==> config.mk <==
export PLATFORM = sky130hd
export DESIGN_NAME = fifo_replacement_lookup_cache_top
export DESIGN_NICKNAME = d
export VERILOG_FILES = /design/src/sv/frlc_pkg.sv /design/src/sv/fifo_replacement_lookup_cache_top.sv
export SDC_FILE = /design/constraint.sdc
export NUM_CORES = 2
export LEC_CHECK = 0
export BUFFER_PORTS_ARGS = -buffer_cell sky130_fd_sc_hd__buf_2
export CORE_MARGIN = 2
export CORE_UTILIZATION = 40
export CTS_BUF_LIST = sky130_fd_sc_hd__clkbuf_8
export CTS_CLUSTER_SIZE = 25
export DETAILED_ROUTE_END_ITERATION = 16
export PLACE_DENSITY = 0.51
export SYNTH_ARGS = -nofsm -noshare
export SYNTH_HDL_FRONTEND = slang
export SYNTH_SLANG_ARGS = --single-unit
==> constraint.sdc <==
create_clock -name clk -period 8 [get_ports clk]
set_input_delay 1.6 -clock clk [delete_from_list [all_inputs] [get_ports clk]]
set_output_delay 1.6 -clock clk [all_outputs]
set_load 0.03 [all_outputs]
==> src/sv/frlc_pkg.sv <==
// ----------------------------------------------------------------------------
// frlc_pkg
// Shared types and constants for the FIFO-replacement lookup cache.
// ----------------------------------------------------------------------------
package frlc_pkg;

  // Cache geometry
  localparam int DEPTH     = 32;
  localparam int KEY_WIDTH = 64;
  localparam int AW        = (DEPTH > 1) ? $clog2(DEPTH) : 1;
  localparam int CNT_W     = $clog2(DEPTH + 1);

  // Command codes
  typedef enum logic [1:0] {
    CMD_LOOKUP = 2'd0,
    CMD_FILL   = 2'd1,
    CMD_INVAL  = 2'd2,
    CMD_CLEAR  = 2'd3
  } cmd_t;

  // Sequencer states
  typedef enum logic [1:0] {
    S_IDLE,
    S_SCAN,
    S_ACT,
    S_SHIFT
  } state_t;

endpackage

==> src/sv/fifo_replacement_lookup_cache_top.sv <==
// ----------------------------------------------------------------------------
// fifo_replacement_lookup_cache_top
// Fully associative key to one-bit cache, age-ordered, FIFO replacement.
// ----------------------------------------------------------------------------
// One command is handled at a time. The entry memory has a single registered
// read port and a single write port, and every pass over the entries runs
// one entry per cycle through it. An accepted command scans the entries in
// order, stopping at the first match (no scan when the cache is empty), then
// goes through a decision state, and, for an invalidate that hits or a
// fill that misses in a full cache, a compaction pass that moves each entry
// above the removed slot down by one; an evicting fill then writes the new
// entry into the top slot. The result is held in an output register; the
// next command is taken once that result has been transferred (or in the
// same cycle as its transfer). Clear empties the cache by resetting the
// entry count in the decision state.
// ----------------------------------------------------------------------------
module fifo_replacement_lookup_cache_top
  import frlc_pkg::*;
(
  input  logic        clk,
  input  logic        rst,
  // command channel
  input  logic        in_valid,
  output logic        in_ready,
  input  logic [1:0]  cmd,
  input  logic [63:0] key,
  input  logic        new_value,
  // result channel
  output logic        out_valid,
  input  logic        out_ready,
  output logic        hit,
  output logic        cached_value
);

  // Sequencer and command registers
  state_t                 state, state_next;
  cmd_t                   cmd_r;
  logic [KEY_WIDTH-1:0]   key_r;
  logic                   val_r;
  logic [CNT_W-1:0]       count;

  // Scan / shift pointers
  logic [CNT_W-1:0]       ptr;
  logic                   lag_vld;
  logic [AW-1:0]          lag_idx;

  // Scan outcome
  logic                   found;
  logic [AW-1:0]          slot;
  logic                   hit_val;
  logic                   append;

  // Entry memory: {value, key}
  logic [KEY_WIDTH:0]     mem [DEPTH];
  logic [KEY_WIDTH:0]     rd_data;
  logic                   rd_en;
  logic [AW-1:0]          rd_addr;
  logic                   we;
  logic [AW-1:0]          wr_addr;
  logic [KEY_WIDTH:0]     wr_data;

  // Control decodes
  logic                   accept;
  logic                   match;
  logic                   scan_last;
  logic                   issue;
  logic                   shift_done;
  logic                   finish;
  logic [CNT_W-1:0]       pos_next;
  logic                   start_shift;

  assign accept    = in_valid && in_ready;
  assign match     = lag_vld && (rd_data[KEY_WIDTH-1:0] == key_r);
  assign scan_last = lag_vld && ((CNT_W'(lag_idx) + CNT_W'(1)) == count);
  assign issue     = (ptr < count);
  assign shift_done = !lag_vld && !issue;

  // Start of a compaction pass decided in the action cycle
  always_comb begin
    start_shift = 1'b0;
    pos_next    = '0;
    case (cmd_r)
      CMD_FILL: begin
        if (!found && (count == CNT_W'(DEPTH))) begin
          start_shift = 1'b1;
          pos_next    = CNT_W'(1);
        end
      end
      CMD_INVAL: begin
        if (found) begin
          start_shift = 1'b1;
          pos_next    = CNT_W'(slot) + CNT_W'(1);
        end
      end
      default: begin
        start_shift = 1'b0;
      end
    endcase
  end

  // Next state
  always_comb begin
    state_next = state;
    case (state)
      S_IDLE: begin
        if (accept) begin
          state_next = (count == '0) ? S_ACT : S_SCAN;
        end
      end
      S_SCAN: begin
        if (match || scan_last) begin
          state_next = S_ACT;
        end
      end
      S_ACT: begin
        state_next = start_shift ? S_SHIFT : S_IDLE;
      end
      S_SHIFT: begin
        if (shift_done) begin
          state_next = S_IDLE;
        end
      end
      default: begin
        state_next = S_IDLE;
      end
    endcase
  end

  // Memory port control and handshake outputs
  always_comb begin
    in_ready = (state == S_IDLE) && (!out_valid || out_ready);
    rd_en    = 1'b0;
    rd_addr  = ptr[AW-1:0];
    we       = 1'b0;
    wr_addr  = lag_idx - AW'(1);
    wr_data  = rd_data;
    finish   = 1'b0;
    case (state)
      S_SCAN: begin
        rd_en = issue;
      end
      S_ACT: begin
        finish = !start_shift;
        if (cmd_r == CMD_FILL) begin
          if (found) begin
            we      = 1'b1;
            wr_addr = slot;
            wr_data = {val_r, key_r};
          end else if (count != CNT_W'(DEPTH)) begin
            we      = 1'b1;
            wr_addr = count[AW-1:0];
            wr_data = {val_r, key_r};
          end
        end
      end
      S_SHIFT: begin
        rd_en  = issue;
        finish = shift_done;
        if (lag_vld) begin
          we = 1'b1;
        end else if (shift_done && append) begin
          // evicting fill: new entry goes into the top slot
          we      = 1'b1;
          wr_addr = AW'(DEPTH - 1);
          wr_data = {val_r, key_r};
        end
      end
      default: begin
        rd_en = 1'b0;
      end
    endcase
  end

  // Entry memory
  always_ff @(posedge clk) begin
    if (we) begin
      mem[wr_addr] <= wr_data;
    end
    if (rd_en) begin
      rd_data <= mem[rd_addr];
    end
  end

  // Sequencer state
  always_ff @(posedge clk) begin
    if (rst) begin
      state <= S_IDLE;
    end else begin
      state <= state_next;
    end
  end

  // Command capture
  always_ff @(posedge clk) begin
    if (accept) begin
      cmd_r <= cmd_t'(cmd);
      key_r <= key[KEY_WIDTH-1:0];
      val_r <= new_value;
    end
  end

  // Pointers, scan outcome and entry count
  always_ff @(posedge clk) begin
    if (rst) begin
      count   <= '0;
      lag_vld <= 1'b0;
    end else begin
      case (state)
        S_IDLE: begin
          lag_vld <= 1'b0;
          if (accept) begin
            ptr   <= '0;
            found <= 1'b0;
          end
        end
        S_SCAN: begin
          if (match) begin
            found   <= 1'b1;
            slot    <= lag_idx;
            hit_val <= rd_data[KEY_WIDTH];
          end
          lag_vld <= issue;
          if (issue) begin
            ptr     <= ptr + CNT_W'(1);
            lag_idx <= ptr[AW-1:0];
          end
        end
        S_ACT: begin
          lag_vld <= 1'b0;
          ptr     <= pos_next;
          append  <= (cmd_r == CMD_FILL);
          if (cmd_r == CMD_CLEAR) begin
            count <= '0;
          end else if (cmd_r == CMD_FILL && !found && count != CNT_W'(DEPTH)) begin
            count <= count + CNT_W'(1);
          end
        end
        S_SHIFT: begin
          lag_vld <= issue;
          if (issue) begin
            ptr     <= ptr + CNT_W'(1);
            lag_idx <= ptr[AW-1:0];
          end
          if (shift_done && !append) begin
            count <= count - CNT_W'(1);
          end
        end
        default: begin
          lag_vld <= 1'b0;
        end
      endcase
    end
  end

  // Result register
  always_ff @(posedge clk) begin
    if (rst) begin
      out_valid <= 1'b0;
    end else if (finish) begin
      out_valid <= 1'b1;
    end else if (out_ready) begin
      out_valid <= 1'b0;
    end
  end

  always_ff @(posedge clk) begin
    if (finish) begin
      hit          <= found;
      cached_value <= found && hit_val && (cmd_r == CMD_LOOKUP);
    end
  end

endmodule
**Word level (Yosys, flattened, before mapping)**

Memory sizes are Yosys's and may differ from the RTL's. A register that Yosys moved wholly into a read port is not among the register bits.
Index checks and enable logic that the tools add are counted.

- Register bits: 98
- Memory bits (writable): 2080
- Memories kept: 1

- Reduce and logical (&&, ||, !) cells: 35
- Bitwise operators: 1
- $add $sub $neg: 6
- Multiplexer cells: 47
- Eq/ne operators: 17
- Order comparisons: 1

Memory list:

| memory | depth | bits a word | read ports | clocked after memory_dff | wr ports | line | RTL |
|---|---|---|---|---|---|---|---|
| mem | 32 | 65 | 1 | 1 | 1 | fifo_replacement_lookup_cache_top.sv:54 | `logic [KEY_WIDTH:0] mem [DEPTH];` |

Operator list:

| operator | number |
|---|---|
| two-way mux 65 bit | 5 |
| one-hot mux 65 bit (2 select lines) | 1 |
| equality test 64 bit | 1 |
| two-way mux 6 bit | 6 |
| two-way mux 5 bit | 5 |
| one-hot mux 6 bit (2 select lines) | 2 |
| one-hot mux 6 bit (3 select lines) | 1 |
| two-way mux 1 bit | 15 |
| AND reduction 3 bit | 5 |
| adder 5 x 1 -> 6 bit, second input constant | 2 |
| adder 6 x 1 -> 6 bit, second input constant | 2 |
| logical AND 1 bit | 12 |
| two-way mux 2 bit | 5 |
| inequality test 2 bit, second input constant | 5 |
| one-hot mux 1 bit (2 select lines) | 5 |
| one-hot mux 5 bit (2 select lines) | 1 |
| equality test 2 bit, second input constant | 4 |
| one-hot mux 2 bit (4 select lines) | 1 |
| equality test 6 bit | 1 |
| equality test 6 bit, second input constant | 1 |
| logical NOT 1 bit | 6 |
| logical NOT 6 bit | 1 |
| less-than comparator 6 bit | 1 |
| inequality test 6 bit, second input constant | 1 |
| other kinds (12) | 18 |

**Longest topological paths before layout**

- Depth after elaboration: 9
- Depth in mapped cells: 10
- Depth with buffers taken out: 8

**Worst setup path before layout**

Ideal clock, no wire load.

- Path kind: input to register
- Start point: in out_ready
- End point: reg cmd_r[0], enable pin
- Setup slack: 1.069 ns
- Arrival: 6.357 ns
- Required time: 7.426 ns
- Stages: 3
- Buffers on the path: 0
- Cell sequence: nand2b_1 > nand2_1 > nor3_1

- Cells in the longest elaborated chain, start to end: 3

Ends and longest elaborated chain:

| what | line | RTL |
|---|---|---|
| start, declared | fifo_replacement_lookup_cache_top.sv:30 | `input logic out_ready,` |
| logical OR 1 bit | fifo_replacement_lookup_cache_top.sv:131 | `in_ready = (state == S_IDLE) && (!out_valid \|\| out_ready);` |
| logical AND 1 bit | fifo_replacement_lookup_cache_top.sv:131 |  |
| logical AND 1 bit | fifo_replacement_lookup_cache_top.sv:72 | `assign accept = in_valid && in_ready;` |
| named net accept | fifo_replacement_lookup_cache_top.sv:63 | `logic accept;` |
| end signal, assigned | fifo_replacement_lookup_cache_top.sv:196 | `cmd_r <= cmd_t'(cmd);` |
| end, declared | fifo_replacement_lookup_cache_top.sv:37 | `cmd_t cmd_r;` |

The timed path passes the listed nets, and every way through them passes these cells.
A chain may end at the register's enable or synchronous reset.

**Worst setup path in the final report**

- Start point: reg count[3]
- End point: mem mem[26][56] in the netlist's numbering, enable pin

- Cells in the longest elaborated chain, start to end: 9
- Elaborated cells on any way between the ends: 19
- Classes of those cells: 1 x order compare; 1 x eq/ne; 14 x mux; 3 x reduce/logical

Ends and longest elaborated chain:

| what | line | RTL |
|---|---|---|
| start, declared | fifo_replacement_lookup_cache_top.sv:40 | `logic [CNT_W-1:0] count;` |
| start signal, assigned | fifo_replacement_lookup_cache_top.sv:235 | `count <= count + CNT_W'(1);` |
| start signal, assigned | fifo_replacement_lookup_cache_top.sv:245 | `count <= count - CNT_W'(1);` |
| less-than comparator 6 bit | fifo_replacement_lookup_cache_top.sv:75 | `assign issue = (ptr < count);` |
| logical NOT 1 bit | fifo_replacement_lookup_cache_top.sv:76 | `assign shift_done = !lag_vld && !issue;` |
| logical AND 1 bit | fifo_replacement_lookup_cache_top.sv:76 |  |
| logical AND 1 bit | fifo_replacement_lookup_cache_top.sv:161 | `end else if (shift_done && append) begin` |
| two-way mux 1 bit | fifo_replacement_lookup_cache_top.sv:161 |  |
| two-way mux 1 bit | fifo_replacement_lookup_cache_top.sv:159 | `if (lag_vld) begin` |
| one-hot mux 1 bit (2 select lines) | fifo_replacement_lookup_cache_top.sv:138 | `case (state)` |
| two-way mux 1 bit | fifo_replacement_lookup_cache_top.sv:176 | `if (we) begin` |
| two-way mux 1 bit (implied by the code) | fifo_replacement_lookup_cache_top.sv:177 | `mem[wr_addr] <= wr_data;` |
| end, declared | fifo_replacement_lookup_cache_top.sv:54 |  |

Parallel ways exist; a longest one is shown, timed or not.

==> summary by stage <==
Drt
After detailed routing, the average wire length per cell comes to 32.3 um. The total via count in the routed design is 39900. Wires add up to 228000 um. For this run, design rule violations remaining after detail routing come to 0. After the first detailed-routing iteration, the DRC count stood at 4047. The length of the first detailed-routing pass in iterations is 7. The number of routed nets with antenna violations is 0. The via density per instance is 5.65.

Pwr
The total leakage power is 30.1 nW. The clock network accounts for 34.2% of the total power. In this run the power spent charging and discharging nets is 7.05 mW. Dividing total power by cell area gives a power density of 279 nW/um2. The maximum VDD drop is 0.180 mV. The logic gate share of total power is 15.1%. The register share of total power is 50.7%. The internal power component is 20.1 mW. Net switching is 25.9% of the power.

Critical path
STA classifies the critical path endpoint as a flop. STA puts the critical path data required time at 8710 ps. The worst setup path category is flop to flop. In this run the register-to-register setup slack is 2930 ps. For the worst flop-to-flop path, the logic depth is 8. In this run the critical register-to-register path is captured at mem[26][56]. The largest delay contributor family on the critical path is simple AND/OR/NAND/NOR gates. Traced cell by cell, the critical path runs through inv_1 > ha_1 > nand4_1 > o221ai_1 > a21oi_1 > nand3b_1 > nor2_4 > buf_4. The worst flop-to-flop path startpoint is count[3].

The peak fanout along the critical path is 21. The launching element type of the critical path is a flop. The slowest stage cell on the critical path is sky130_fd_sc_hd__nor2_4. The count of buffering cells on the critical path with inverters included is 2. The delay of the slowest cell on the worst path is 1290 ps. STA puts the critical path data arrival time at 5780 ps.

Layout
The fill cell total of the finished layout is 18100. The net total in the final layout is 4038. The fraction of final layout cells with drive strength greater than 1 is 33.8%. The area growth from synthesis to layout is 12.8%. At the end of the flow the core is filled with cells to 45.4%.

Global route
The initial antenna violation count is 10. The wire length of the first global-routing pass is 321000 um. The number of global-route vias before repair is 41500. Entering global routing, the biggest net connects 132 pins. The remaining global-route overflow is 0.

Global routing used 20.9% of the available tracks.

Clocking
The cell chosen for the clock root is sky130_fd_sc_hd__clkbuf_8. TritonCTS built the clock tree. The H-tree was split into 5 levels. The number of instances resized during post-cts repair is 0. In this run the deepest clock path goes through 4 buffers. The post-CTS setup buffer count is 0. The clock sink total is 2243. The number of buffers created by CTS is 390. The post-cts hold buffer count is 0. The clock input transition at the sequential cells of the worst setup and hold paths is 60 ps. Clock latency on the worst-skew pair, taken at its later pin, is 1090 ps.

STA
The number of setup violations in the final report is 0. At the pin with the least slew margin, the transition time is 1330 ps. The final sum of negative setup slack is 0 ps. The headroom to the max-slew limit is 11.3%.

The part of the cycle the worst path needs is 63.4%. The hold violation total from the final report was 0. The upper clock frequency limit is 197 MHz. The number of slew-limit violations in the final report came to 0. For the final database, setup skew stands at 98.2 ps. The final critical path time including I/O delays and setup is 5070 ps. Setup repair after global routing left no endpoint under its margin.

Min path
Counting instances, the worst hold path has a depth of 0. The startpoint of the most critical hold path is rd_data[64]. The worst hold path belongs to the class flop to flop. The end of the worst hold path is hit_val.

Die
From bottom edge to top edge, the die measures 469 um. The die covers 220000 um2. The x dimension of the die is 469 um. After floorplanning, the core was sized to cover 215000 um2. For this configuration, the core starts out at a cell density of 40.3%. The floorplan has 170 rows. The boundary pin count is 75.

Synthesis
The share of flip-flops with an asynchronous set or reset after synthesis is 0%. The cell area after synthesis is 86500 um2. A synthesized cell averages 24.2 um2.

The sequential fraction of the synthesis area is 77.8%. When the netlist entered floorplanning its net count stood at 3655. Counting every instance in the synthesized netlist gives 3568. The number of warnings issued by yosys is 0. The flip-flop and latch count after synthesis is 2243. Synthesis instantiated 59 different standard cells from the library.

The count of flip-flops with a built-in enable after synthesis is 2233. The most used flip-flop cell after synthesis is sky130_fd_sc_hd__edfxtp_1.

Job
Max-cap violations in this run came to 0.

Place
In this run the tool buffered the top-level ports with 74 buffer cells. Routability-driven placement finished with a final weighted congestion of 0.778. The detailed placement HPWL is 116000 um.

Outcome
The run finished with clean final reports.
power groups by stage:
stage,clock [mW],combinational [mW],sequential (mW)
final,9.30,4.09,13.8
after global routing,10.1,4.40,13.8
after CTS,9.56,4.19,13.8
after detailed placement,0,4.18,14.0
after global placement,0,4.16,14.0
after floorplan,0,2.87,13.9
per-stage QoR:
step                      std cells  power [mW]  hold WS [ps]  area (um2)  setup WS [ps]
final                          7058        27.2           461       97600           2930
after global routing           7055        28.3           484       97500           2720
after CTS                      7054        27.5           460       97500           2960
after detailed placement       6397        18.2           439       90900           2970
after global placement         6397        18.2           437       90900           3010
after floorplan                3568        16.8           420       86500           1070
worst max-delay path by stage:
stage / startpoint / end / slack, ps / cells after the start
finish: count[3] / mem[26][56] / 2930 / 8
detailed placement: count[5] / mem[26][56] / 2970 / 8
CTS: count[3] / mem[26][56] / 2960 / 8
global placement: ptr[0] / mem[26][56] / 3010 / 7
global route: count[5] / mem[26][56] / 2720 / 8
floorplan: out_ready / cmd_r[0] / 1070 / 3
sequential cells by signal (all words and copies together) (netlist names):
name and count:
cached_value 1, rd_data 65, lag_vld 1, mem 2080, key_r 64, append 1, hit 1, lag_idx 5
ptr 6, cmd_r 2, found 1, hit_val 1, out_valid 1, state 2, count 6, val_r 1
slot 5
cells by family after synthesis:
family / after synthesis / share of synthesized area, %
compound gates: 94 / 0.742
xor+xnor: 70 / 0.709
fa+ha+maj: 16 / 0.231
buf+inv: 203 / 1.01
flops: 2243 / 77.8
mux: 780 / 18.6
simple gates: 162 / 0.940
synthesized netlist by cell type, drive strengths merged (3+ instances only):
library cell	instances	area share (%)
o221ai	3	0.030
o21ai	16	0.093
nor4	5	0.036
ha	16	0.23
clkbuf	94	0.41
nand3	23	0.13
nor2b	3	0.022
nand2b	13	0.094
a311oi	4	0.040
edfxtp	2233	78
nand4	21	0.15
nand2	23	0.10
o211ai	4	0.035
buf	83	0.48
dfxtp	10	0.23
nor3	8	0.046
a21o	3	0.026
o22ai	7	0.051
a31oi	4	0.029
a311o	3	0.035
and3	3	0.022
mux4	650	17
nor2	47	0.20
nor3b	3	0.026
xor2	7	0.071
and2	5	0.036
xnor2	63	0.64
a21oi	22	0.13
inv	26	0.11
mux2	130	1.7
layout by cell type, fill, tap and decap left out, types with 14 or more instances in the layout:
master and instances:
sky130_fd_sc_hd__a21oi_1 21, sky130_fd_sc_hd__buf_12 19, sky130_fd_sc_hd__buf_2 74, sky130_fd_sc_hd__buf_4 75
sky130_fd_sc_hd__clkbuf_8 396, sky130_fd_sc_hd__clkinv_1 108, sky130_fd_sc_hd__clkinv_2 31, sky130_fd_sc_hd__edfxtp_1 2233
sky130_fd_sc_hd__ha_1 16, sky130_fd_sc_hd__inv_1 134, sky130_fd_sc_hd__mux2_2 130, sky130_fd_sc_hd__mux4_2 650
sky130_fd_sc_hd__nand2_1 23, sky130_fd_sc_hd__nand3_1 23, sky130_fd_sc_hd__nand4_1 21, sky130_fd_sc_hd__nor2_1 14
sky130_fd_sc_hd__nor2_4 33, sky130_fd_sc_hd__o21ai_0 15, sky130_fd_sc_hd__xnor2_1 63
metal layers:
layer | global-route usage, % | up-vias | share of wire (%)
met5 | 0 | - | 0.0057
met2 | 33.2 | 1443 | 48
met4 | 6.26 | 2 | 2.7
li1 | - | 16200 | -
met1 | 29.2 | 21900 | 43
met3 | 4.35 | 383 | 6.3
cell type report:
| class | instances | area, um2 | share of cell area [%] |
|---|---|---|---|
| Sequential cell | 2243 | 67300 | 68.9 |
| Multi-Input combinational cell | 1122 | 18600 | 19.1 |
| Clock buffer | 396 | 5450 | 5.59 |
| Tap cell | 2838 | 3550 | 3.64 |
| Timing Repair Buffer | 168 | 1310 | 1.35 |
| Clock inverter | 261 | 1230 | 1.26 |
| Inverter | 26 | 97.6 | 0.100 |
| Antenna cell | 4 | 10.0 | 0.0103 |
worst register-to-register path, delay by kind of cell, from the launching register on:
family	cells	cell delay, ps
fa+ha+maj	1	330
flops	1	570
simple gates	3	2210
compound gates	2	910
buf+inv	2	650
Power figures use the tool's default switching activity.
